$ cat src/design/pdht_pkg.sv
// ----------------------------------------------------------------------------
// Polled device health table package
// Shared types, opcodes, status codes and register indexes.
// ----------------------------------------------------------------------------
package pdht_pkg;

   // Request opcodes. Codes 6 and 7 behave as a query.
   localparam logic [2:0] OP_SET_ONLINE   = 3'd0;
   localparam logic [2:0] OP_POLL_REPLY   = 3'd1;
   localparam logic [2:0] OP_POLL_FAIL    = 3'd2;
   localparam logic [2:0] OP_CONTROL_DONE = 3'd3;
   localparam logic [2:0] OP_NEXT_POLL    = 3'd4;
   localparam logic [2:0] OP_QUERY        = 3'd5;

   // Response status codes.
   localparam logic [1:0] ST_CHANGED   = 2'd0;
   localparam logic [1:0] ST_BAD_ADDR  = 2'd1;
   localparam logic [1:0] ST_NO_CHANGE = 2'd2;

   // Configuration register indexes.
   localparam int unsigned CSR_INDEX_W = 3;
   localparam logic [CSR_INDEX_W-1:0] CSR_DISC_THRESHOLD  = 3'd0;
   localparam logic [CSR_INDEX_W-1:0] CSR_RECOV_THRESHOLD = 3'd1;
   localparam logic [CSR_INDEX_W-1:0] CSR_MAX_FAN_CODE    = 3'd2;
   localparam logic [CSR_INDEX_W-1:0] CSR_FAULT_LEVEL     = 3'd3;
   localparam logic [CSR_INDEX_W-1:0] CSR_INVALID_FAN     = 3'd4;

   // Saturation limit of the miss and recovery counters, and the fan code
   // held by an entry that was never written since reset.
   localparam logic [7:0] SAT_LIMIT       = 8'hFF;
   localparam logic [7:0] RESET_FAN_CODE  = 8'hFF;

   typedef struct packed {
      logic       cfg;
      logic       valid;
      logic       disc;
      logic [7:0] miss;
      logic [7:0] recov;
      logic [7:0] fan_one;
      logic [7:0] fan_two;
   } entry_type;

   localparam entry_type RESET_ENTRY = '{
      cfg: 1'b0, valid: 1'b0, disc: 1'b0, miss: 8'd0, recov: 8'd0,
      fan_one: RESET_FAN_CODE, fan_two: RESET_FAN_CODE
   };

   typedef struct packed {
      logic [7:0] disconnect_threshold;
      logic [7:0] recovery_threshold;
      logic [7:0] max_fan_code;
      logic [7:0] fault_code_level;
      logic [7:0] invalid_fan_code;
   } cfg_type;

   typedef struct packed {
      logic [2:0]  opcode;
      logic [7:0]  slave_address;
      logic        online_flag;
      logic [15:0] fan_one_word;
      logic [15:0] fan_two_word;
   } req_type;

   typedef struct packed {
      logic [1:0]  status;
      logic [7:0]  picked_address;
      logic        is_configured;
      logic        is_active;
      logic        is_disconnected;
      logic [7:0]  fan_one_state;
      logic [7:0]  fan_two_state;
      logic [31:0] revision;
      logic [7:0]  online_count;
      logic [7:0]  active_count;
      logic [7:0]  fault_count;
   } rsp_type;

   // Outcome of applying one request to one entry.
   typedef struct packed {
      entry_type  entry;
      logic       bump;
      logic [1:0] status;
   } upd_type;

endpackage

$ cat src/design/pdht_slot_mem.sv
// ----------------------------------------------------------------------------
// Polled device health table entry memory
// One-write, one-read synchronous memory with per-entry written bits.
// ----------------------------------------------------------------------------
module pdht_slot_mem import pdht_pkg::*; #(
   parameter int unsigned TABLE_SLAVES = 32,
   localparam int unsigned IDX_W = (TABLE_SLAVES > 1) ? $clog2(TABLE_SLAVES) : 1
) (
   input  logic             clock,
   input  logic             reset,
   input  logic             rd_en,
   input  logic [IDX_W-1:0] rd_idx,
   output entry_type        rd_entry,
   input  logic             wr_en,
   input  logic [IDX_W-1:0] wr_idx,
   input  entry_type        wr_entry
);

   entry_type              slots_ff [TABLE_SLAVES];
   logic [TABLE_SLAVES-1:0] filled_ff;
   entry_type              rd_data_ff;
   logic                   rd_filled_ff;

   always_ff @(posedge clock) begin
      if (wr_en) begin
         slots_ff[wr_idx] <= wr_entry;
      end
   end

   // An entry not written since reset reads as the reset entry.
   always_ff @(posedge clock) begin
      if (reset) begin
         filled_ff <= '0;
      end else if (wr_en) begin
         filled_ff[wr_idx] <= 1'b1;
      end
   end

   always_ff @(posedge clock) begin
      if (rd_en) begin
         rd_data_ff   <= slots_ff[rd_idx];
         rd_filled_ff <= filled_ff[rd_idx];
      end
   end

   assign rd_entry = rd_filled_ff ? rd_data_ff : RESET_ENTRY;

endmodule

$ cat src/design/pdht_entry_update.sv
// ----------------------------------------------------------------------------
// Polled device health table entry update
// Applies one request to one entry: online changes, poll replies, misses.
// ----------------------------------------------------------------------------
module pdht_entry_update import pdht_pkg::*; (
   input  entry_type entry_in,
   input  req_type   req,
   input  cfg_type   cfg,
   output upd_type   upd
);

   entry_type  e;
   logic       bump;
   logic [1:0] status;
   logic [7:0] miss_inc;
   logic [7:0] recov_inc;
   logic       fan_bad;
   logic       is_fail;
   logic       changed;

   assign miss_inc  = (entry_in.miss < SAT_LIMIT) ? entry_in.miss + 8'd1 : entry_in.miss;
   assign recov_inc = (entry_in.recov < SAT_LIMIT) ? entry_in.recov + 8'd1 : entry_in.recov;
   assign fan_bad   = (req.fan_one_word > {8'd0, cfg.max_fan_code})
                   || (req.fan_two_word > {8'd0, cfg.max_fan_code});

   always_comb begin
      e       = entry_in;
      bump    = 1'b0;
      status  = ST_NO_CHANGE;
      is_fail = 1'b0;
      changed = 1'b0;
      case (req.opcode)
         OP_SET_ONLINE: begin
            if (entry_in.cfg != req.online_flag) begin
               e.cfg     = req.online_flag;
               e.valid   = 1'b0;
               e.disc    = 1'b0;
               e.miss    = 8'd0;
               e.recov   = 8'd0;
               e.fan_one = cfg.invalid_fan_code;
               e.fan_two = cfg.invalid_fan_code;
               bump      = 1'b1;
               status    = ST_CHANGED;
            end
         end
         OP_POLL_REPLY, OP_POLL_FAIL: begin
            is_fail = (req.opcode == OP_POLL_FAIL) || fan_bad;
            if (entry_in.cfg && is_fail) begin
               e.recov = 8'd0;
               e.miss  = miss_inc;
               if ((miss_inc >= cfg.disconnect_threshold) && !entry_in.disc) begin
                  e.disc = 1'b1;
                  bump   = 1'b1;
                  status = ST_CHANGED;
               end
            end else if (entry_in.cfg) begin
               changed = (entry_in.fan_one != req.fan_one_word[7:0])
                      || (entry_in.fan_two != req.fan_two_word[7:0])
                      || !entry_in.valid;
               e.fan_one = req.fan_one_word[7:0];
               e.fan_two = req.fan_two_word[7:0];
               e.valid   = 1'b1;
               e.miss    = 8'd0;
               e.recov   = 8'd0;
               if (entry_in.disc) begin
                  e.recov = recov_inc;
                  if (recov_inc >= cfg.recovery_threshold) begin
                     e.disc  = 1'b0;
                     e.recov = 8'd0;
                     changed = 1'b1;
                  end
               end
               bump   = changed;
               status = changed ? ST_CHANGED : ST_NO_CHANGE;
            end
         end
         OP_CONTROL_DONE: begin
            status = ST_CHANGED;
         end
         default: begin
            status = ST_NO_CHANGE;
         end
      endcase
   end

   assign upd.entry  = e;
   assign upd.bump   = bump;
   assign upd.status = status;

endmodule

$ cat src/design/polled_device_health_table_top.sv
// ----------------------------------------------------------------------------
// Polled device health table
// Health table of polled bus slaves with a round-robin poll pointer.
// ----------------------------------------------------------------------------
// Usage: a request on req_* (valid/stall) carries one command for slave
// addresses 1 to TABLE_SLAVES. Every request yields exactly one response on
// rsp_* (valid/stall) with the addressed or picked entry, the revision count
// and the online, active and fault totals. Thresholds and fan code limits are
// written through csr_* while the block is idle; csr_ready is always high.
// Sequence: a request for a table entry goes through a read, a write-back,
// the count pass and the tail and finish steps that drain it before the
// response is presented. Next-poll and requests outside the table skip the
// read and write-back. The count pass, which reads every entry once through
// the single memory read port, is the longest part of this; it also finds
// the next configured slave for next-poll. One request is in flight at a
// time: the block takes no new request until the last one has left the
// finishing step for the output register.
// A finished response sits in the output register; the block takes the next
// request while that response waits. If the receiver stalls, the following
// response is held back and req_stall stays high until the register frees.
// Reset (synchronous, active high) marks every entry offline with invalid fan
// codes, sets the poll pointer to 1 and clears the revision.
// ----------------------------------------------------------------------------
module polled_device_health_table_top import pdht_pkg::*; #(
   parameter int unsigned TABLE_SLAVES = 32
) (
   input  logic                   clock,
   input  logic                   reset,
   input  logic                   req_valid,
   output logic                   req_stall,
   input  req_type                req_payload,
   output logic                   rsp_valid,
   input  logic                   rsp_stall,
   output rsp_type                rsp_payload,
   input  logic                   csr_valid,
   output logic                   csr_ready,
   input  logic [CSR_INDEX_W-1:0] csr_index,
   input  logic [7:0]             csr_wdata
);

   localparam int unsigned IDX_W = (TABLE_SLAVES > 1) ? $clog2(TABLE_SLAVES) : 1;
   localparam logic [7:0] LAST_ADDR = 8'(TABLE_SLAVES);
   localparam logic [IDX_W-1:0] LAST_IDX = IDX_W'(TABLE_SLAVES - 1);

   // Sequencer: read the addressed entry, write it back modified, then sweep
   // every entry to rebuild the totals and find the next-poll candidate.
   typedef enum logic [5:0] {
      S_IDLE   = 6'b000001,
      S_READ   = 6'b000010,
      S_MODIFY = 6'b000100,
      S_SCAN   = 6'b001000,
      S_TAIL   = 6'b010000,
      S_FINISH = 6'b100000
   } state_type;

   state_type  state_ff, state_in;
   cfg_type    cfg_ff, cfg_in;
   req_type    req_ff, req_in;
   logic       addr_ok_ff, addr_ok_in;
   logic [1:0] status_ff, status_in;
   entry_type  shown_ff, shown_in;
   logic [7:0] ptr_ff, ptr_in;
   logic [31:0] rev_ff, rev_in;

   logic [IDX_W-1:0] scan_idx_ff, scan_idx_in;
   logic             scan_pipe_ff, scan_pipe_in;
   logic [IDX_W-1:0] scan_tag_ff, scan_tag_in;

   logic [7:0] on_cnt_ff, on_cnt_in;
   logic [7:0] act_cnt_ff, act_cnt_in;
   logic [7:0] flt_cnt_ff, flt_cnt_in;

   // Candidates for next-poll: the first configured slave at or above the
   // pointer, and the first configured slave overall for the wrap case.
   logic       ge_found_ff, ge_found_in;
   logic [7:0] ge_addr_ff, ge_addr_in;
   entry_type  ge_entry_ff, ge_entry_in;
   logic       any_found_ff, any_found_in;
   logic [7:0] any_addr_ff, any_addr_in;
   entry_type  any_entry_ff, any_entry_in;

   logic    rsp_valid_ff, rsp_valid_in;
   rsp_type rsp_ff, rsp_in;

   logic             req_take;
   logic             rsp_free;
   logic [7:0]       addr_m1;
   logic [IDX_W-1:0] entry_idx;
   logic             rd_en;
   logic [IDX_W-1:0] rd_idx;
   entry_type        rd_entry;
   logic             wr_en;
   upd_type          upd;
   logic [7:0]       scan_addr;
   logic             scan_active;
   logic             scan_fault;
   logic             pick_found;
   logic [7:0]       pick_addr;
   entry_type        pick_entry;

   assign csr_ready = 1'b1;
   assign req_stall = (state_ff != S_IDLE);
   assign req_take  = req_valid && !req_stall;
   assign rsp_free  = !rsp_valid_ff || !rsp_stall;

   assign addr_m1   = req_ff.slave_address - 8'd1;
   assign entry_idx = addr_m1[IDX_W-1:0];

   assign rd_en  = (state_ff == S_READ) || (state_ff == S_SCAN);
   assign rd_idx = (state_ff == S_SCAN) ? scan_idx_ff : entry_idx;
   assign wr_en  = (state_ff == S_MODIFY);

   pdht_slot_mem #(
      .TABLE_SLAVES (TABLE_SLAVES)
   ) u_slot_mem (
      .clock    (clock),
      .reset    (reset),
      .rd_en    (rd_en),
      .rd_idx   (rd_idx),
      .rd_entry (rd_entry),
      .wr_en    (wr_en),
      .wr_idx   (entry_idx),
      .wr_entry (upd.entry)
   );

   pdht_entry_update u_entry_update (
      .entry_in (rd_entry),
      .req      (req_ff),
      .cfg      (cfg_ff),
      .upd      (upd)
   );

   // Classification of the entry arriving from the sweep.
   assign scan_addr   = 8'(scan_tag_ff) + 8'd1;
   assign scan_active = rd_entry.cfg && rd_entry.valid && !rd_entry.disc;
   assign scan_fault  = rd_entry.cfg && (rd_entry.disc || (rd_entry.valid
                     && ((rd_entry.fan_one >= cfg_ff.fault_code_level)
                     || (rd_entry.fan_two >= cfg_ff.fault_code_level))));

   assign pick_found = ge_found_ff || any_found_ff;
   assign pick_addr  = ge_found_ff ? ge_addr_ff : any_addr_ff;
   assign pick_entry = ge_found_ff ? ge_entry_ff : any_entry_ff;

   always_comb begin
      state_in     = state_ff;
      cfg_in       = cfg_ff;
      req_in       = req_ff;
      addr_ok_in   = addr_ok_ff;
      status_in    = status_ff;
      shown_in     = shown_ff;
      ptr_in       = ptr_ff;
      rev_in       = rev_ff;
      scan_idx_in  = scan_idx_ff;
      scan_pipe_in = 1'b0;
      scan_tag_in  = scan_idx_ff;
      on_cnt_in    = on_cnt_ff;
      act_cnt_in   = act_cnt_ff;
      flt_cnt_in   = flt_cnt_ff;
      ge_found_in  = ge_found_ff;
      ge_addr_in   = ge_addr_ff;
      ge_entry_in  = ge_entry_ff;
      any_found_in = any_found_ff;
      any_addr_in  = any_addr_ff;
      any_entry_in = any_entry_ff;
      rsp_valid_in = rsp_valid_ff && rsp_stall;
      rsp_in       = rsp_ff;

      if (csr_valid && csr_ready) begin
         case (csr_index)
            CSR_DISC_THRESHOLD:  cfg_in.disconnect_threshold = csr_wdata;
            CSR_RECOV_THRESHOLD: cfg_in.recovery_threshold   = csr_wdata;
            CSR_MAX_FAN_CODE:    cfg_in.max_fan_code         = csr_wdata;
            CSR_FAULT_LEVEL:     cfg_in.fault_code_level     = csr_wdata;
            CSR_INVALID_FAN:     cfg_in.invalid_fan_code     = csr_wdata;
            default: begin
            end
         endcase
      end

      // Accumulate the entry that the sweep read in the previous cycle.
      if (scan_pipe_ff) begin
         on_cnt_in  = on_cnt_ff + 8'(rd_entry.cfg);
         act_cnt_in = act_cnt_ff + 8'(scan_active);
         flt_cnt_in = flt_cnt_ff + 8'(scan_fault);
         if (rd_entry.cfg && !any_found_ff) begin
            any_found_in = 1'b1;
            any_addr_in  = scan_addr;
            any_entry_in = rd_entry;
         end
         if (rd_entry.cfg && !ge_found_ff && (scan_addr >= ptr_ff)) begin
            ge_found_in = 1'b1;
            ge_addr_in  = scan_addr;
            ge_entry_in = rd_entry;
         end
      end

      case (state_ff)
         S_IDLE: begin
            if (req_take) begin
               req_in       = req_payload;
               addr_ok_in   = (req_payload.slave_address != 8'd0)
                           && (req_payload.slave_address <= LAST_ADDR);
               status_in    = ST_BAD_ADDR;
               scan_idx_in  = '0;
               on_cnt_in    = 8'd0;
               act_cnt_in   = 8'd0;
               flt_cnt_in   = 8'd0;
               ge_found_in  = 1'b0;
               any_found_in = 1'b0;
               if ((req_payload.opcode != OP_NEXT_POLL) && addr_ok_in) begin
                  state_in = S_READ;
               end else begin
                  state_in = S_SCAN;
               end
            end
         end
         S_READ: begin
            state_in = S_MODIFY;
         end
         S_MODIFY: begin
            shown_in  = upd.entry;
            status_in = upd.status;
            if (upd.bump) begin
               rev_in = rev_ff + 32'd1;
            end
            if (req_ff.opcode == OP_CONTROL_DONE) begin
               ptr_in = req_ff.slave_address;
            end
            state_in = S_SCAN;
         end
         S_SCAN: begin
            scan_pipe_in = 1'b1;
            scan_tag_in  = scan_idx_ff;
            scan_idx_in  = scan_idx_ff + IDX_W'(1);
            if (scan_idx_ff == LAST_IDX) begin
               state_in = S_TAIL;
            end
         end
         S_TAIL: begin
            state_in = S_FINISH;
         end
         S_FINISH: begin
            if (rsp_free) begin
               rsp_valid_in           = 1'b1;
               rsp_in.revision        = rev_ff;
               rsp_in.online_count    = on_cnt_ff;
               rsp_in.active_count    = act_cnt_ff;
               rsp_in.fault_count     = flt_cnt_ff;
               rsp_in.picked_address  = 8'd0;
               rsp_in.status          = status_ff;
               rsp_in.is_configured   = 1'b0;
               rsp_in.is_active       = 1'b0;
               rsp_in.is_disconnected = 1'b0;
               rsp_in.fan_one_state   = cfg_ff.invalid_fan_code;
               rsp_in.fan_two_state   = cfg_ff.invalid_fan_code;
               if (req_ff.opcode == OP_NEXT_POLL) begin
                  rsp_in.status = pick_found ? ST_CHANGED : ST_NO_CHANGE;
                  if (pick_found) begin
                     rsp_in.picked_address  = pick_addr;
                     rsp_in.is_configured   = 1'b1;
                     rsp_in.is_active       = pick_entry.valid && !pick_entry.disc;
                     rsp_in.is_disconnected = pick_entry.disc;
                     rsp_in.fan_one_state   = pick_entry.fan_one;
                     rsp_in.fan_two_state   = pick_entry.fan_two;
                     ptr_in = (pick_addr == LAST_ADDR) ? 8'd1 : pick_addr + 8'd1;
                  end
               end else if (addr_ok_ff) begin
                  rsp_in.is_configured   = shown_ff.cfg;
                  rsp_in.is_active       = shown_ff.cfg && shown_ff.valid && !shown_ff.disc;
                  rsp_in.is_disconnected = shown_ff.cfg && shown_ff.disc;
                  rsp_in.fan_one_state   = shown_ff.fan_one;
                  rsp_in.fan_two_state   = shown_ff.fan_two;
               end
               state_in = S_IDLE;
            end
         end
         default: begin
            state_in = S_IDLE;
         end
      endcase
   end

   always_ff @(posedge clock) begin
      if (reset) begin
         state_ff                     <= S_IDLE;
         cfg_ff.disconnect_threshold  <= 8'd3;
         cfg_ff.recovery_threshold    <= 8'd2;
         cfg_ff.max_fan_code          <= 8'd3;
         cfg_ff.fault_code_level      <= 8'd2;
         cfg_ff.invalid_fan_code      <= 8'd255;
         ptr_ff                       <= 8'd1;
         rev_ff                       <= 32'd0;
         scan_pipe_ff                 <= 1'b0;
         rsp_valid_ff                 <= 1'b0;
      end else begin
         state_ff     <= state_in;
         cfg_ff       <= cfg_in;
         ptr_ff       <= ptr_in;
         rev_ff       <= rev_in;
         scan_pipe_ff <= scan_pipe_in;
         rsp_valid_ff <= rsp_valid_in;
      end
   end

   always_ff @(posedge clock) begin
      req_ff       <= req_in;
      addr_ok_ff   <= addr_ok_in;
      status_ff    <= status_in;
      shown_ff     <= shown_in;
      scan_idx_ff  <= scan_idx_in;
      scan_tag_ff  <= scan_tag_in;
      on_cnt_ff    <= on_cnt_in;
      act_cnt_ff   <= act_cnt_in;
      flt_cnt_ff   <= flt_cnt_in;
      ge_found_ff  <= ge_found_in;
      ge_addr_ff   <= ge_addr_in;
      ge_entry_ff  <= ge_entry_in;
      any_found_ff <= any_found_in;
      any_addr_ff  <= any_addr_in;
      any_entry_ff <= any_entry_in;
      rsp_ff       <= rsp_in;
   end

   assign rsp_valid   = rsp_valid_ff;
   assign rsp_payload = rsp_ff;

   // A new response appears only out of the finishing step.
   a_rsp_from_finish: assert property (@(posedge clock) disable iff (reset)
      $rose(rsp_valid_ff) |-> $past(state_ff == S_FINISH))
      else $error("response raised outside the finishing step");

   // The poll pointer always names a slave inside the table.
   a_ptr_range: assert property (@(posedge clock) disable iff (reset)
      (ptr_ff != 8'd0) && (ptr_ff <= LAST_ADDR))
      else $error("poll pointer out of range");

   // Active and faulty slaves are always a subset of the configured ones.
   a_count_order: assert property (@(posedge clock) disable iff (reset)
      rsp_valid_ff |-> ((rsp_ff.active_count <= rsp_ff.online_count)
                     && (rsp_ff.fault_count <= rsp_ff.online_count)))
      else $error("totals inconsistent");

   // Write-back only targets a valid entry of the addressed request.
   a_write_addr: assert property (@(posedge clock) disable iff (reset)
      wr_en |-> (addr_ok_ff && (req_ff.opcode != OP_NEXT_POLL)
              && ($past(state_ff) == S_READ)))
      else $error("entry write without a matching read");

endmodule

$ cat config.mk
export PLATFORM = sky130hd
export DESIGN_NAME = polled_device_health_table_top
export DESIGN_NICKNAME = d
export VERILOG_FILES = /design/src/design/pdht_pkg.sv /design/src/design/pdht_slot_mem.sv /design/src/design/pdht_entry_update.sv /design/src/design/polled_device_health_table_top.sv
export SDC_FILE = /design/constraint.sdc
export NUM_CORES = 2
export LEC_CHECK = 0
export BUFFER_PORTS_ARGS = -buffer_cell sky130_fd_sc_hd__clkbuf_2
export CAP_MARGIN = 20
export CORE_AREA = 3 3 393 395
export CTS_BUF_LIST = sky130_fd_sc_hd__clkbuf_8
export CTS_CLUSTER_DIAMETER = 30
export DETAILED_ROUTE_END_ITERATION = 6
export DIE_AREA = 0 0 396 398
export HOLD_SLACK_MARGIN = 0.06
export MAX_ROUTING_LAYER = met4
export PLACE_DENSITY = 0.61
export REMOVE_ABC_BUFFERS = 1
export SLEW_MARGIN = 20
export SYNTH_ARGS = -nofsm -noshare
export SYNTH_HDL_FRONTEND = slang
export SYNTH_SLANG_ARGS = --single-unit
$ cat constraint.sdc
create_clock -name clock -period 5.1 [get_ports clock]
set_input_delay 0.255 -clock clock [delete_from_list [all_inputs] [get_ports clock]]
set_output_delay 0.255 -clock clock [all_outputs]
set_load 0.02 [all_outputs]
==> impl_results.md <==
- Post-route clock period utilization: 92.5%
- CP required: 5.93 ns
- Number of routed nets with antenna violations: 0
- Min-delay src: req_payload[0]
- Clock transition at the registers of the reported paths: 0.06 ns
- Maximum vdd drop: 0.000302 V
- Final wirelength: 162 mm
- Power Dens Cells: 500 nW/µm²
- Clk Latency, worst-skew pair: 0.99 ns
- Nets: 4180
- Slew margin rel.: 25.0%
- Vias per cell: 5.49
- Largest net degree at the start of global routing: 83
- Setup Fix Bufs, Post-CTS: 0
- Core area: 152000 µm²
- Max Cap Viol: 0
- Initial Util: 39.9%
- Post-Syn Area: 60400 µm²
- Via count: 34800
- Main synth FF type: edfxtp_1
- Drt drc: 0
- Fill cells: 12800
- CTS tree: yes
- Wirelength per Cell: 25.6 µm
- Initial antenna violation count: 13
- Final Core Density: 47.5%
- Global-route wire length before repair: 235 mm
- Max Clock Freq: 0.212 GHz
- Worst Hold Class: input pin to flop
- Die width: 396 µm
- Setup TNS: 0 ns
- PostCTS Resize Cnt: 0
- P&R area growth vs syn: 19.2%
- Reg-to-reg startpoint: u_slot_mem.rd_filled_ff
- Yosys reg bits: 1509
- Final setup vio count: 0
- Ports: 148
- RSZ-0062 raised after global routing: no
- Crit-path cells: and2_1 -> ha_1 -> and4_1 -> nand4_1 -> xnor2_1 -> ha_1 -> nand2b_1 -> a21o_1 -> a21o_1 -> a2111oi_0 -> buf_4 -> o211ai_1 -> o2111ai_4 -> a211o_1 -> mux2_1
- CP Class: flop to flop
- CTS Buf Count: 318
- Critical Path AT: 5.55 ns
- Max Slew Vio Count: 0
- Total power: 36.0 mW
- Total GRT Usage: 21.1%
- CTS root buf: clkbuf_8
- RePlAce Congestion: 0.887
- CP endpoint kind: flop
- Grt total ovfl: 0
- Clock tree buffer depth: 4
- Multi-input logic area: 15800 µm²
- # clock sinks: 1509
- Initial DRC Count: 3418
- Clock Skew: 0.117 ns
- CP startpoint: u_slot_mem.rd_filled_ff
- Die Ht: 398 µm
- Worst Path Max Fanout: 16
- Row cnt: 143
- Port Buffers: 144
- Max incr delay on CP: 0.58 ns
- Tmin final: 4.72 ns
- Sequential Area: 43800 µm²
- Slowest CP cell: o2111ai_4
- Vias in the first global route: 34100
- Outcome: finished clean
- Cells after Synth: 3520
- Post-Syn Area per Cell: 17.2 µm²
- Die Area: 158000 µm²
- Post-synth EDFFs: 1358
- Async SR Flop Fraction: 0%
- Synthesis warning total: 0
- Pre-CTS setup slack: 0.418 ns
- Slew @ Worst Pin: 1.12 ns
- Leakage: 24.3 nW
- DRT Pass-1 Iters: 6
- Final worst slack: 0.383 ns
- Post-detail-place hpwl: 90.9 mm
- Final hold vios: 0
- Worst setup SP type: flop
- Proportion of layout cells with a drive suffix above 1: 25.8%
- H-tree lvl count: 5
- Register area share after synthesis: 72.5%
- Cell variety after synth: 85
cells by family after synthesis:
kind of cell	share of synthesized area [%]
AOI/OAI and AO/OA	4.00
xor gates and xnor gates	0.696
adders and majority gates	1.51
buffers and inverters	2.12
DFF	72.5
muxes	11.9
other	0.0124
and+or+nand+nor	7.30
layout by cell type, fill, tap and decap left out, types with 16 or more instances in the layout:
master	n
clkinv_1	47
o221ai_2	16
nand3b_1	19
and3_1	52
clkbuf_2	143
a21oi_1	88
clkbuf_8	326
buf_4	95
clkinvlp_4	24
inv_1	139
nand3_1	100
nand4_1	24
buf_12	24
xor2_1	32
o21ai_0	29
mux2i_1	54
ha_1	73
nand2b_1	20
o211ai_1	24
clkinv_2	52
a22oi_1	18
dfxtp_1	151
nor2_1	160
nor2b_1	25
mux4_2	288
bufinv_16	32
xnor2_1	16
a32oi_1	37
nor2_4	33
edfxtp_1	1358
dlygate4sd3_1	114
or4_1	18
nand2_1	423
registers in the layout, summed over array words and instances (netlist names), 19 cells and up:
| name | count |
|---|---|
| u_slot_mem.slots_ff | 1120 |
| rsp_payload | 83 |
| req_ff | 44 |
| cfg_ff | 40 |
| u_slot_mem.rd_data_ff | 35 |
| rev_ff | 32 |
| u_slot_mem.filled_ff | 32 |
| shown_ff | 19 |
area by class of cell:
cell class / count / share of cell area [%]
flip-flops and latches: 1509 / 60.8
multi-input cells: 1759 / 22.0
clock buffers: 326 / 6.23
repair buffers: 376 / 4.23
well taps: 2030 / 3.52
clock inverters: 235 / 2.76
inverters: 83 / 0.438
diodes: 12 / 0.0417
where the power goes:
part	leakage, nW	total, mW	internal, mW	switching [mW]
sequential	13.5	14.9	14.7	0.256
combinational	7.30	8.11	3.22	4.89
clock	3.49	13.0	7.63	5.34
total	24.3	36.0	25.5	10.5
synthesized netlist by cell type, drive strengths merged (6+ instances only):
master,instances,area [µm²]
a21o,15,113
nor2,197,747
ha,73,913
a22o,11,96.3
mux4,288,6490
dfxtp,151,3020
a32oi,37,324
nor3,18,101
o32ai,6,60.1
o211ai,24,180
clkbuf,84,319
a2111o,7,78.8
o21ai,34,170
a21oi,90,462
nand4,25,163
xor2,32,280
o21a,7,52.6
a22oi,18,135
xnor2,16,140
edfxtp,1358,40800
a211o,11,96.3
or4,18,135
mux2i,54,541
nand3b,21,165
inv,81,304
o221ai,16,140
and3,52,325
nand3,100,500
nor4,12,126
a211oi,11,82.6
o31ai,15,113
nand2,426,1610
nand2b,20,125
o41ai,6,52.6
nor2b,25,156
mux2,13,150
buf,86,647
and2,10,62.6
per-layer routing:
layer	up-vias	part of all wire, %	global-route usage (%)
met3	235	9.5	5.81
li1	15000	-	-
met4	0	2.6	6.65
met2	1599	45	30.3
met1	17900	43	29.3
met5	-	0	-
metrics by stage:
stage | hold WS [ns] | instance area [µm²] | std cells
4_1_cts | 0.106 | 72000 | 6318
2_1_floorplan | 0.324 | 59500 | 3351
6_report | 0.194 | 72100 | 6330
3_5_place_dp | 0.426 | 64400 | 5643
5_1_grt | 0.125 | 72100 | 6330
3_3_place_gp | 0.418 | 64400 | 5643
what timing repair did:
item | 4_1_cts | 5_1_grt
endpoints found under the hold margin | 129 | 0
endpoints found under the setup margin | 0 | 0
hold buffers | 114 | 0
worst max-delay path, delay by kind of cell, from the launching register on:
family,cells,cell delay [ns]
AND/OR/NAND/NOR,4,0.91
multiplexers,1,0.32
AO/OA/AOI/OAI,6,1.98
buffers and inverters,1,0.26
flip-flops,1,0.36
adder cells (fa/ha/maj),2,0.46
XOR/XNOR,1,0.29
worst paths after layout:
check | slack (ns) | cells past startpoint | to
worst max-delay path | 0.38 | 15 | rev_ff[21]
worst min-delay path | 0.19 | 2 | req_ff[0]
worst max register to register | 0.38 | 15 | rev_ff[21]
worst min register to register | 0.44 | 0 | rsp_payload[6]
(Power assumes the default switching activity.)
